File: src/trrwn_pkg.sv
// Package for the round robin thread scheduler.
// Holds the slot count, field widths, command, status and slot state codes,
// and the structs passed between the top level and the wait list.
package trrwn_pkg;

	localparam int SLOTS = 16;
	localparam int IDX_W = 4;
	localparam int CNT_W = 5;
	localparam int KEY_W = 32;

	typedef enum logic [2:0] {
		CMD_CREATE = 3'd0,
		CMD_YIELD  = 3'd1,
		CMD_EXIT   = 3'd2,
		CMD_WAIT   = 3'd3,
		CMD_NOTIFY = 3'd4
	} cmd_t;

	typedef enum logic [2:0] {
		ST_OK         = 3'd0,
		ST_TABLE_FULL = 3'd1,
		ST_WAIT_FULL  = 3'd2,
		ST_NONE_RUN   = 3'd3,
		ST_NO_WAITER  = 3'd4,
		ST_NO_THREADS = 3'd5
	} status_t;

	localparam logic [1:0] SLOT_DEAD = 2'd0;
	localparam logic [1:0] SLOT_ALIVE = 2'd1;
	localparam logic [1:0] SLOT_SLEEP = 2'd2;

	typedef enum logic [1:0] {
		FSM_IDLE,
		FSM_SCAN,
		FSM_PUSH
	} fsm_t;

	typedef struct packed {
		logic append;
		logic remove;
	} wl_ctl_t;

	typedef struct packed {
		logic             found;
		logic [IDX_W-1:0] slot;
	} wl_stat_t;

endpackage

File: src/trrwn_wcell.sv
// One entry of the wait list: a condition key and a slot index.
// Loads a new entry, or takes the entry of its upper neighbor on removal.
// Depends on trrwn_pkg.
module trrwn_wcell (
	input  logic                        clk,
	input  logic                        load,
	input  logic                        shift,
	input  logic [trrwn_pkg::KEY_W-1:0] new_key,
	input  logic [trrwn_pkg::IDX_W-1:0] new_slot,
	input  logic [trrwn_pkg::KEY_W-1:0] nb_key,
	input  logic [trrwn_pkg::IDX_W-1:0] nb_slot,
	output logic [trrwn_pkg::KEY_W-1:0] key,
	output logic [trrwn_pkg::IDX_W-1:0] slot
);
	import trrwn_pkg::*;

	logic [KEY_W-1:0] key_q;
	logic [IDX_W-1:0] slot_q;

	always_ff @(posedge clk) begin
		if (load) begin
			key_q  <= new_key;
			slot_q <= new_slot;
		end else if (shift) begin
			key_q  <= nb_key;
			slot_q <= nb_slot;
		end
	end

	assign key  = key_q;
	assign slot = slot_q;

endmodule

File: src/trrwn_wlist.sv
// Wait list built as a row of trrwn_wcell entries.
// Finds the last matching waiter and closes the gap on removal.
// Depends on trrwn_pkg and trrwn_wcell.
module trrwn_wlist (
	input  logic                        clk,
	input  trrwn_pkg::wl_ctl_t          ctl,
	input  logic [trrwn_pkg::CNT_W-1:0] count,
	input  logic [trrwn_pkg::KEY_W-1:0] key_in,
	input  logic [trrwn_pkg::IDX_W-1:0] slot_in,
	input  logic                        target_given,
	input  logic [trrwn_pkg::IDX_W-1:0] target_slot,
	output trrwn_pkg::wl_stat_t         stat
);
	import trrwn_pkg::*;

	logic [KEY_W-1:0] key_c [SLOTS];
	logic [IDX_W-1:0] slot_c [SLOTS];
	logic [SLOTS-1:0] match;
	logic [IDX_W-1:0] hit;

	for (genvar i = 0; i < SLOTS; i++) begin : g_cell
		localparam logic [CNT_W-1:0] POS = CNT_W'(i);
		localparam int NB = (i == SLOTS - 1) ? i : i + 1;
		logic load_i;
		logic shift_i;

		assign load_i  = ctl.append && (count == POS);
		assign shift_i = ctl.remove && (IDX_W'(i) >= hit) && ((POS + 1'b1) < count);
		assign match[i] = (POS < count) && (key_c[i] == key_in) &&
			(!target_given || slot_c[i] == target_slot);

		trrwn_wcell u_cell (
			.clk      (clk),
			.load     (load_i),
			.shift    (shift_i),
			.new_key  (key_in),
			.new_slot (slot_in),
			.nb_key   (key_c[NB]),
			.nb_slot  (slot_c[NB]),
			.key      (key_c[i]),
			.slot     (slot_c[i])
		);
	end

	always_comb begin
		hit = '0;
		for (int i = 0; i < SLOTS; i++) begin
			if (match[i]) begin
				hit = IDX_W'(i);
			end
		end
	end

	assign stat.found = |match;
	assign stat.slot  = slot_c[hit];

endmodule

File: src/thread_round_robin_wait_notify.sv
// Top level of the round robin thread scheduler with condition waits.
// Holds the slot table and the sequencer; uses trrwn_wlist and trrwn_pkg.
//
// Usage: one command item enters on the s_ group and one result item leaves
// on the m_ group for every command. Create, notify, unknown commands and
// the error cases are finished in the cycle the item is accepted, so their
// result appears in the next cycle. Yield, exit and wait then walk the used
// slots round robin, one slot a cycle, looking for an alive thread; such an
// item's walk is bounded by the slot count before its result is pushed.
// One item is worked on at a time. The result sits in an output register;
// while the receiver stalls it holds and no new item is taken once a second
// result would have nowhere to go. Reset empties the slot table and the wait
// list and makes slot 0 current, with no result pending.
module thread_round_robin_wait_notify (
	input  logic        clk,
	input  logic        arst_n,
	input  logic        s_tvalid,
	output logic        s_tready,
	input  logic [39:0] s_tdata,  // cond_key[31:0], target_slot[35:32], zero pad
	input  logic [3:0]  s_tuser,  // command[2:0], target_given[3]
	output logic        m_tvalid,
	input  logic        m_tready,
	output logic [7:0]  m_tdata,  // current_slot[3:0], created_slot[7:4]
	output logic [2:0]  m_tuser   // status[2:0]
);
	import trrwn_pkg::*;

	fsm_t fsm_q, fsm_d;
	logic [1:0]       sstate_q [SLOTS];
	logic [CNT_W-1:0] scount_q;
	logic [CNT_W-1:0] wcount_q;
	logic [IDX_W-1:0] run_q;
	logic [IDX_W-1:0] pos_q;
	logic [CNT_W-1:0] n_q;
	logic             ov_q;
	logic [IDX_W-1:0] ocur_q, ocre_q;
	status_t          ostat_q, pstat_q;

	logic             accept, out_free, scan_hit, scan_end;
	logic [2:0]       command;
	logic [KEY_W-1:0] cond_key;
	logic [IDX_W-1:0] target_slot, next_pos;
	logic             no_thr, imm_done, start_scan;
	status_t          imm_stat;
	logic [IDX_W-1:0] imm_cre;
	wl_ctl_t          wctl;
	wl_stat_t         wstat;
	logic             wake_ok;

	assign command     = s_tuser[2:0];
	assign cond_key    = s_tdata[31:0];
	assign target_slot = s_tdata[35:32];
	assign out_free    = !ov_q || m_tready;
	assign accept      = s_tvalid && s_tready;
	assign no_thr      = (scount_q == '0);
	assign next_pos    = ((CNT_W'(pos_q) + 1'b1) == scount_q) ? '0 : pos_q + 1'b1;
	assign scan_hit    = (sstate_q[pos_q] == SLOT_ALIVE);
	assign scan_end    = ((n_q + 1'b1) == scount_q);
	assign wake_ok     = (CNT_W'(wstat.slot) < scount_q) && (sstate_q[wstat.slot] == SLOT_SLEEP);

	always_comb begin
		imm_done   = 1'b1;
		start_scan = 1'b0;
		imm_stat   = ST_OK;
		imm_cre    = '0;
		wctl       = '0;
		unique case (command)
			CMD_CREATE: begin
				if (scount_q == CNT_W'(SLOTS)) begin
					imm_stat = ST_TABLE_FULL;
				end else begin
					imm_cre = scount_q[IDX_W-1:0];
				end
			end
			CMD_YIELD, CMD_EXIT: begin
				if (no_thr) begin
					imm_stat = ST_NO_THREADS;
				end else begin
					imm_done   = 1'b0;
					start_scan = 1'b1;
				end
			end
			CMD_WAIT: begin
				if (no_thr) begin
					imm_stat = ST_NO_THREADS;
				end else if (wcount_q == CNT_W'(SLOTS)) begin
					imm_stat = ST_WAIT_FULL;
				end else begin
					imm_done    = 1'b0;
					start_scan  = 1'b1;
					wctl.append = accept;
				end
			end
			CMD_NOTIFY: begin
				wctl.remove = accept && wstat.found;
				imm_stat = (wstat.found && wake_ok) ? ST_OK : ST_NO_WAITER;
			end
			default: begin
			end
		endcase
	end

	trrwn_wlist u_wlist (
		.clk          (clk),
		.ctl          (wctl),
		.count        (wcount_q),
		.key_in       (cond_key),
		.slot_in      (run_q),
		.target_given (s_tuser[3]),
		.target_slot  (target_slot),
		.stat         (wstat)
	);

	always_comb begin
		fsm_d = fsm_q;
		unique case (fsm_q)
			FSM_IDLE: if (accept && start_scan) fsm_d = FSM_SCAN;
			FSM_SCAN: if (scan_hit || scan_end) fsm_d = FSM_PUSH;
			FSM_PUSH: if (out_free) fsm_d = FSM_IDLE;
			default:  fsm_d = FSM_IDLE;
		endcase
	end

	always_comb begin
		s_tready = (fsm_q == FSM_IDLE) && out_free;
		m_tvalid = ov_q;
		m_tdata  = {ocre_q, ocur_q};
		m_tuser  = ostat_q;
	end

	always_ff @(posedge clk or negedge arst_n) begin
		if (!arst_n) begin
			fsm_q    <= FSM_IDLE;
			scount_q <= '0;
			wcount_q <= '0;
			run_q    <= '0;
			ov_q     <= 1'b0;
			pos_q    <= '0;
			n_q      <= '0;
			pstat_q  <= ST_OK;
			for (int i = 0; i < SLOTS; i++) sstate_q[i] <= SLOT_DEAD;
		end else begin
			fsm_q <= fsm_d;
			if ((accept && imm_done) || (fsm_q == FSM_PUSH && out_free)) begin
				ov_q <= 1'b1;
			end else if (m_tready) begin
				ov_q <= 1'b0;
			end
			if (accept) begin
				if (command == CMD_CREATE && scount_q != CNT_W'(SLOTS)) begin
					sstate_q[scount_q[IDX_W-1:0]] <= SLOT_ALIVE;
					scount_q <= scount_q + 1'b1;
				end
				if (start_scan && command == CMD_EXIT) sstate_q[run_q] <= SLOT_DEAD;
				if (start_scan && command == CMD_WAIT) begin
					sstate_q[run_q] <= SLOT_SLEEP;
					wcount_q <= wcount_q + 1'b1;
				end
				if (wctl.remove) begin
					wcount_q <= wcount_q - 1'b1;
					if (wake_ok) begin
						run_q <= wstat.slot;
						sstate_q[wstat.slot] <= SLOT_ALIVE;
					end
				end
				if (start_scan) begin
					pos_q <= ((CNT_W'(run_q) + 1'b1) == scount_q) ? '0 : run_q + 1'b1;
					n_q   <= '0;
				end
				if (imm_done) begin
					ocur_q  <= (wctl.remove && wake_ok) ? wstat.slot : run_q;
					ocre_q  <= imm_cre;
					ostat_q <= imm_stat;
				end
			end
			if (fsm_q == FSM_SCAN) begin
				if (scan_hit) begin
					run_q   <= pos_q;
					pstat_q <= ST_OK;
				end else if (scan_end) begin
					pstat_q <= ST_NONE_RUN;
				end else begin
					pos_q <= next_pos;
					n_q   <= n_q + 1'b1;
				end
			end
			if (fsm_q == FSM_PUSH && out_free) begin
				ocur_q  <= run_q;
				ocre_q  <= '0;
				ostat_q <= pstat_q;
			end
		end
	end

endmodule

File: config.mk
export PLATFORM = sky130hd
export DESIGN_NAME = thread_round_robin_wait_notify
export DESIGN_NICKNAME = d
export VERILOG_FILES = /design/src/trrwn_pkg.sv /design/src/trrwn_wcell.sv /design/src/trrwn_wlist.sv /design/src/thread_round_robin_wait_notify.sv
export SDC_FILE = /design/constraint.sdc
export NUM_CORES = 2
export LEC_CHECK = 0
export BUFFER_PORTS_ARGS = -buffer_cell sky130_fd_sc_hd__buf_2
export CAP_MARGIN = 10
export CORE_MARGIN = 2
export CORE_UTILIZATION = 40
export CTS_BUF_LIST = sky130_fd_sc_hd__clkbuf_2 sky130_fd_sc_hd__clkbuf_4 sky130_fd_sc_hd__clkbuf_8
export CTS_CLUSTER_DIAMETER = 40
export DETAILED_ROUTE_END_ITERATION = 12
export PLACE_DENSITY_LB_ADDON = 0.08
export SYNTH_ARGS = -nofsm -noshare
export SYNTH_HDL_FRONTEND = slang
export SYNTH_SLANG_ARGS = --single-unit
File: constraint.sdc
create_clock -name clk -period 17.1 [get_ports clk]
set_input_delay 1.71 -clock clk [delete_from_list [all_inputs] [get_ports clk]]
set_output_delay 1.71 -clock clk [all_outputs]
set_load 0.05 [all_outputs]
**Yosys cells after proc, flatten, opt, wreduce, memory -nomap -nowiden**

Index checks and enable logic that the tools add are counted.

- Register bits: 648
- Latch bits: 0
- Bits in writable memories: 0
- ROM bits: 0
- Input port bits: 48
- Output and inout bits: 13
- Word-level logic and storage cells: 486
- Memories kept: 0

- $add $sub $neg: 8
- $mul: 0
- Div/mod/pow operators: 0
- Order comparisons: 40
- Equal/unequal tests: 64
- Shift-type cells: 0
- Multiplexer cells: 154
- Bitwise logic cells: 16
- Reductions and logical operators: 145

Operators by type and width:

| operator | count |
|---|---|
| two-way mux 32 bit | 38 |
| == test 32 bit | 16 |
| two-way mux 4 bit | 60 |
| logical AND 1 bit | 93 |
| == test 4 bit | 16 |
| bitwise AND 16 bit | 3 |
| inverter 16 bit | 3 |
| bitwise OR 16 bit | 3 |
| == test 5 x 4 -> 1 bit, second input constant | 8 |
| less-than comparator 4 x 5 -> 1 bit, first input constant | 8 |
| nonzero test 2 bit | 20 |
| two-way mux 3 bit | 12 |
| two-way mux 5 bit | 7 |
| bitwise AND 32 bit | 1 |
| inverter 32 bit | 1 |
| greater-or-equal comparator 4 bit, first input constant | 7 |
| two-way mux 2 bit | 13 |
| greater-or-equal comparator 5 bit, second input constant | 5 |
| inverter 4 -> 5 bit | 5 |
| demux 2 bit (select 4 bit) | 3 |
| == test 5 x 3 -> 1 bit, second input constant | 4 |
| less-than comparator 3 x 5 -> 1 bit, first input constant | 4 |
| logical OR 1 bit | 19 |
| binary-select mux 2 bit (select 4 bit) | 2 |
| 35 further kinds | 76 |

**Longest topological paths before layout**

- Depth after elaboration: 34
- Gate-level depth with buffers: 26
- Gate-level depth less buffers: 21

**Modules after synthesis**

Synthesis repeated with hierarchy kept, for this count alone.

- Cell total of the unflattened synthesis: 3060
- Area total of the unflattened synthesis: 41130.7 um2

Modules (own cells, without submodules):

| module | instances | cells an instance | area each (um2) | sequential area each (um2) |
|---|---|---|---|---|
| trrwn_wcell | 16 | 77 | 1672.9 | 1081.0 |
| trrwn_wlist | 1 | 1321 | 9476.6 | 0.0 |
| thread_round_robin_wait_notify | 1 | 507 | 4888.4 | 1806.7 |

**Least setup slack after synthesis**

OpenSTA, ideal clock, no wires.

- Path type: input to register
- From: input port s_tdata[27]
- To: register u_wlist.g_cell[1].u_cell.key_q[0], enable pin
- Library setup time: 0.484 ns
- Arrival: 7.405 ns
- Data required time: 16.616 ns
- Slack: 9.211 ns
- Stages: 13
- Buffers on the path: 3
- Path through: clkbuf_1 > buf_6 > xnor2_1 > or4b_1 > nor4_2 > nand4_1 > buf_2 > and2_0 > and4_1 > nand4_1 > nor3b_1 > nand4bb_1 > o31ai_1

- Longest elaborated chain between the ends: 22
- Elaborated cells between the ends (all ways): 70
- Classes of those cells: 1 x order compare; 16 x eq/ne; 16 x mux; 37 x reduce/logical

Ends and longest elaborated chain:

| item | line | text |
|---|---|---|
| start: declaration | thread_round_robin_wait_notify.sv:19 | `input logic [39:0] s_tdata,` |
| == test 32 bit | trrwn_wlist.sv:29 | `assign match[i] = (POS < count) && (key_c[i] == key_in) &&` |
| logical AND 1 bit (2 in a row) | trrwn_wlist.sv:29 |  |
| two-way mux 1 bit | trrwn_wlist.sv:48 | `if (match[i]) begin` |
| two-way mux 2 bit (2 in a row) | trrwn_wlist.sv:48 |  |
| two-way mux 3 bit (4 in a row) | trrwn_wlist.sv:48 |  |
| two-way mux 4 bit (8 in a row) | trrwn_wlist.sv:48 |  |
| greater-or-equal comparator 1 x 4 -> 1 bit | trrwn_wlist.sv:28 | `assign shift_i = ctl.remove && (IDX_W'(i) >= hit) && ((POS + 1'b1) < count);` |
| logical AND 1 bit * (2 in a row) | trrwn_wlist.sv:28 |  |
| nonzero test 2 bit (no source line) * | -- |  |
| end signal: assignment | trrwn_wcell.sv:22 | `key_q <= new_key;` |
| end signal: assignment | trrwn_wcell.sv:25 | `key_q <= nb_key;` |
| end: declaration | trrwn_wcell.sv:17 | `logic [KEY_W-1:0] key_q;` |

Mark *: on every way between the ends. The rest lies on a longest branch, timed or not.
A chain may end at the register's enable or synchronous reset.

**Worst setup path in the final report**

- From: input port s_tdata[19]
- To: register sstate_q[10] in the netlist's numbering

- Longest elaborated chain between the ends: 30
- Elaborated cells between the ends (all ways): 85
- Classes of those cells: 3 x order compare; 17 x eq/ne; 26 x mux; 3 x bitwise; 36 x reduce/logical

Ends and longest elaborated chain:

| item | line | text |
|---|---|---|
| == test 32 bit | trrwn_wlist.sv:29 |  |
| logical AND 1 bit (2 in a row) | trrwn_wlist.sv:29 |  |
| two-way mux 1 bit | trrwn_wlist.sv:48 |  |
| two-way mux 2 bit (2 in a row) | trrwn_wlist.sv:48 |  |
| two-way mux 3 bit (4 in a row) | trrwn_wlist.sv:48 |  |
| two-way mux 4 bit (8 in a row) | trrwn_wlist.sv:48 |  |
| inverter 4 -> 5 bit (implied by the code) | trrwn_wlist.sv:55 | `assign stat.slot = slot_c[hit];` |
| binary-select mux 4 bit (select 4 bit) | trrwn_wlist.sv:55 |  |
| two-way mux 4 bit (implied by the code) (2 in a row) | trrwn_wlist.sv:55 |  |
| inverter 4 -> 5 bit (implied by the code) | thread_round_robin_wait_notify.sv:59, thread_round_robin_wait_notify.sv:163 |  |
| greater-or-equal comparator 5 bit (implied by the code) (tied with other cells) | thread_round_robin_wait_notify.sv:163 | `sstate_q[wstat.slot] <= SLOT_ALIVE;` |
| logical AND 1 bit (implied by the code) / two-way mux 2 bit (equally long branches) | thread_round_robin_wait_notify.sv:163, thread_round_robin_wait_notify.sv:59 |  |
| two-way mux 2 bit (on tied branches) | thread_round_robin_wait_notify.sv:163, thread_round_robin_wait_notify.sv:59 |  |
| demux 2 bit (select 4 bit) / == test 2 bit (equally long branches) | thread_round_robin_wait_notify.sv:163, thread_round_robin_wait_notify.sv:59 |  |
| bitwise OR 16 bit (no source line) / logical AND 1 bit (equally long branches) | -- |  |
| two-way mux 32 bit | thread_round_robin_wait_notify.sv:161 | `if (wake_ok) begin` |
| two-way mux 32 bit * | thread_round_robin_wait_notify.sv:159 | `if (wctl.remove) begin` |
| end signal: indexed assignment | thread_round_robin_wait_notify.sv:154 | `if (start_scan && command == CMD_EXIT) sstate_q[run_q] <= SLOT_DEAD;` |
| end signal: indexed assignment | thread_round_robin_wait_notify.sv:156 | `sstate_q[run_q] <= SLOT_SLEEP;` |
| end signal: indexed assignment | thread_round_robin_wait_notify.sv:163 |  |
| end: declaration | thread_round_robin_wait_notify.sv:29 | `logic [1:0] sstate_q [SLOTS];` |

Mark *: on every way between the ends. The rest lies on a longest branch, timed or not. The select of a mux whose other input is x is not followed.

==> impl_metrics.yaml <==
hold_path:
  hold_start: "pstat_q[0]"
  holdCritPathClass: "reg -> reg"
  whs_path_depth: 2
  whs_endpoint: "pstat_q[0]"
power:
  cellLeakagePower_nw: 14.7
  ir_worst_vdd_v: 0.0000664
  finalPower_w: 0.00441
  power_density_mw_per_mm2: 102
yosys:
  yosysWarnings: 0
  synth_compound_area_share_pct: 5.61
  synth_area_leaders: "edfxtp_1 (45%), mux2_2 (14%), xor2_1 (8.7%)"
  synth.avg_cell_area_um2: 11.9
  synth_top_area_share_pct: 45.4
  synth_fa_ha_area_share_pct: 0.581
  ys.flop_type: "edfxtp_1"
  synth_top_family_by_area: "multiplexers"
  syn-num-nets: 3337
  yosysTopAreaCell: "edfxtp_1"
  syn_inst: 3271
  synthesis.area_mm2: 0.0388
  yosys.area_share.simple_pct: 12.6
  synth.distinct_cells: 98
  ys_seq_area_share_pct: 49.2
  synth-xor-area-share_pct: 13.7
  synth_seq_cells: 646
  synth.area.mux_share_pct: 14.9
  async_flop_share_pct: 9.13
  synth_enable_flop_cells: 587
routing:
  routedWlPerCell_um: 28.1
  vias: 27600
  drc_errors: 0
  viasPerCell: 5.90
  wirelength_mm: 131
  drt.antenna.violating_nets: 0
  first_pass_iters: 7
  drt-initial-drc-count: 2585
cts:
  cts_resized: 0
  numCtsBuffers: 141
  cts_buffer_depth: 3
  clkTransAtPathRegs_ns: 0.06
  hold_buffers: 0
  insertion_delay_ns: 0.82
  cts_tree: "done"
  clock_sinks: 646
  postCtsSetupBuffers: 0
  h-tree-depth: 4
  cts-root-buf: "clkbuf_8"
grt:
  grt_max_degree: 65
  grt_pass1_vias: 28300
  grt_overflow: 0
  antenna_found_initial: 6
  grt_pass1_wl_mm: 192
  grtUsageTotal_pct: 26.3
die:
  coreArea_mm2: 0.0964
  start_util_pct: 40.2
  die_y_um: 315
  rows: 114
  die_w_um: 315
  boundaryPins: 61
  die_area_mm2: 0.0995
timing:
  timing.setup.tns_ns: 0
  slew_viol_final: 0
  hold_violations: 0
  slew_headroom_pct: 8.89
  fmax_mhz: 111
  fin_skew_ns: 0.0534
  fin_ws_ns: 8.11
  min_period_ns: 8.99
  worstMarginPinSlew_ns: 1.36
  grt_setup_unrepaired: "no"
  period_share_pct: 52.6
  setup_viol: 0
  holdWs_ns: 0.505
placement:
  place.gp.congestion: 0.933
  place_ws_ns: 7.57
  port_buffers: 56
  dp.cells: 4424
  dp_hpwl_mm: 94.7
setup_path:
  cp-end-kind: "flop"
  rrSetupSlack_ns: 9.06
  crit_required_ns: 17.83
  rr_worst_depth: 21
  r2r_end: "sstate_q[10]"
  crit_path_start_kind: "primary input"
  worstPathMaxFanout: 17
  r2r_start: "wcount_q[1]"
  worstPathArrival_ns: 9.72
  path_class: "in -> reg"
run_status:
  outcome: "finished clean"
final_layout:
  synthToLayoutAreaGrowth_pct: 11.4
  final_layout_size_suffix_gt1_share_pct: 26.7
  fin_cells: 4681
  final_nets: 3360
job:
  drv_cap: 0
-- synthesized netlist by cell type (all sizes together) (16+ instances only) --
library cell and instances:
clkbuf 123, o31ai 16, o21ai 119, nand2b 18, nor2 97, ha 18, and2 18, dfrtp 59
buf 125, o41ai 17, nand3 84, nor4 144, a21oi 40, nand2 192, edfxtp 587, nor3b 20
nor3 59, xor2 385, inv 41, xnor2 220, and3 22, mux2i 22, mux2 492, nand4 117
-- metrics by stage --
step	cell area [µm²]	util (%)
floorplan	38800	-
global placement	40200	41.7
detailed placement	40200	41.7
CTS	43100	44.7
global route	43200	44.8
finish	43200	44.8
-- per-layer routing --
metal,global-route usage [%],vias to the layer above,part of all wire (%)
met5,0,-,0.0099
met4,9.07,2,3.0
met3,4.20,238,5.7
met2,43.8,1074,48
met1,34.8,14000,43
li1,-,12300,-
-- how the worst max path moves through the flow --
stage                 from                               to  slack (ns)  cells past startpoint
3_5_place_dp   s_tdata[19]                     sstate_q[27]        7.57                     21
4_1_cts        s_tdata[19]                     sstate_q[10]        8.41                     22
5_1_grt        s_tdata[19]                     sstate_q[10]        7.65                     22
6_report       s_tdata[19]                     sstate_q[10]        8.11                     22
2_1_floorplan  s_tdata[27]  u_wlist.g_cell[1].u_cell.key[0]        9.21                     13
3_3_place_gp   s_tdata[19]                     sstate_q[27]        7.63                     21
-- area by class of cell --
class / instances / area (µm²)
Antenna cell: 4 / 10.0
Clock buffer: 182 / 2300
Clock inverter: 68 / 613
Fill cell: 9106 / 53200
Inverter: 42 / 158
Multi-Input combinational cell: 2335 / 18600
Sequential cell: 646 / 19100
Tap cell: 1276 / 1600
Timing Repair Buffer: 128 / 858
-- power breakdown --
part	internal [W]	leakage (nW)	switching, W
sequential	0.00177	6.04	0.000102
clock	0.00105	1.54	0.000737
combinational	0.000235	7.12	0.000516
total	0.00305	14.7	0.00135
-- cells by family after synthesis --
kind of cell	after synthesis
compound gates	319
xor+xnor	605
mux	514
fa+ha+maj	18
buf+inv	290
simple gates	879
flops	646
-- worst max-delay path, stage by stage --
cell and delay [ns]:
buf_2 0.48, buf_4 0.40, xor2_1 0.12, nor4_1 0.68, nand4_1 0.24, nor4_4 0.61
o21bai_1 0.30, o211ai_1 0.46, and2_1 0.52, mux2i_1 0.24, a221oi_1 0.06, a2111oi_0 0.55
nand2_1 0.57, inv_2 0.37, ha_1 0.29, a21oi_1 0.20, nand2_1 0.09, o21ai_1 0.49
nor2b_1 0.62, nand4_1 0.27, a21oi_1 0.22, o22a_1 0.15
-- placed cells by master (no fill, tap or decap), types with 15 or more instances in the layout --
master    count
a21oi_1      39
and2_1       15
and3_1       22
buf_2        56
buf_4        69
clkbuf_4     32
clkbuf_8    150
clkinv_1     25
clkinv_2     25
dfrtp_1      59
edfxtp_1    587
ha_1         18
inv_1        39
mux2_2      491
mux2i_1      19
nand2_1     184
nand2b_1     18
nand3_1      81
nand4_1     117
nor2_1       97
nor2b_1      15
nor3_1       58
nor3b_1      19
nor4_1      141
o21ai_0     111
o41ai_1      16
xnor2_1     216
xor2_1      385
-- flip-flops by register name, indices dropped and copies added, names as in the netlist --
signal	flops
m_tuser	3
sstate_q	32
pos_q	4
fsm_q	2
m_tvalid	1
run_q	4
ocur_q	4
pstat_q	1
scount_q	5
n_q	5
ocre_q	4
u_wlist.g_cell.u_cell.key	512
u_wlist.g_cell.u_cell.slot	64
wcount_q	5
Note: power is estimated with default switching activity, not from simulation.
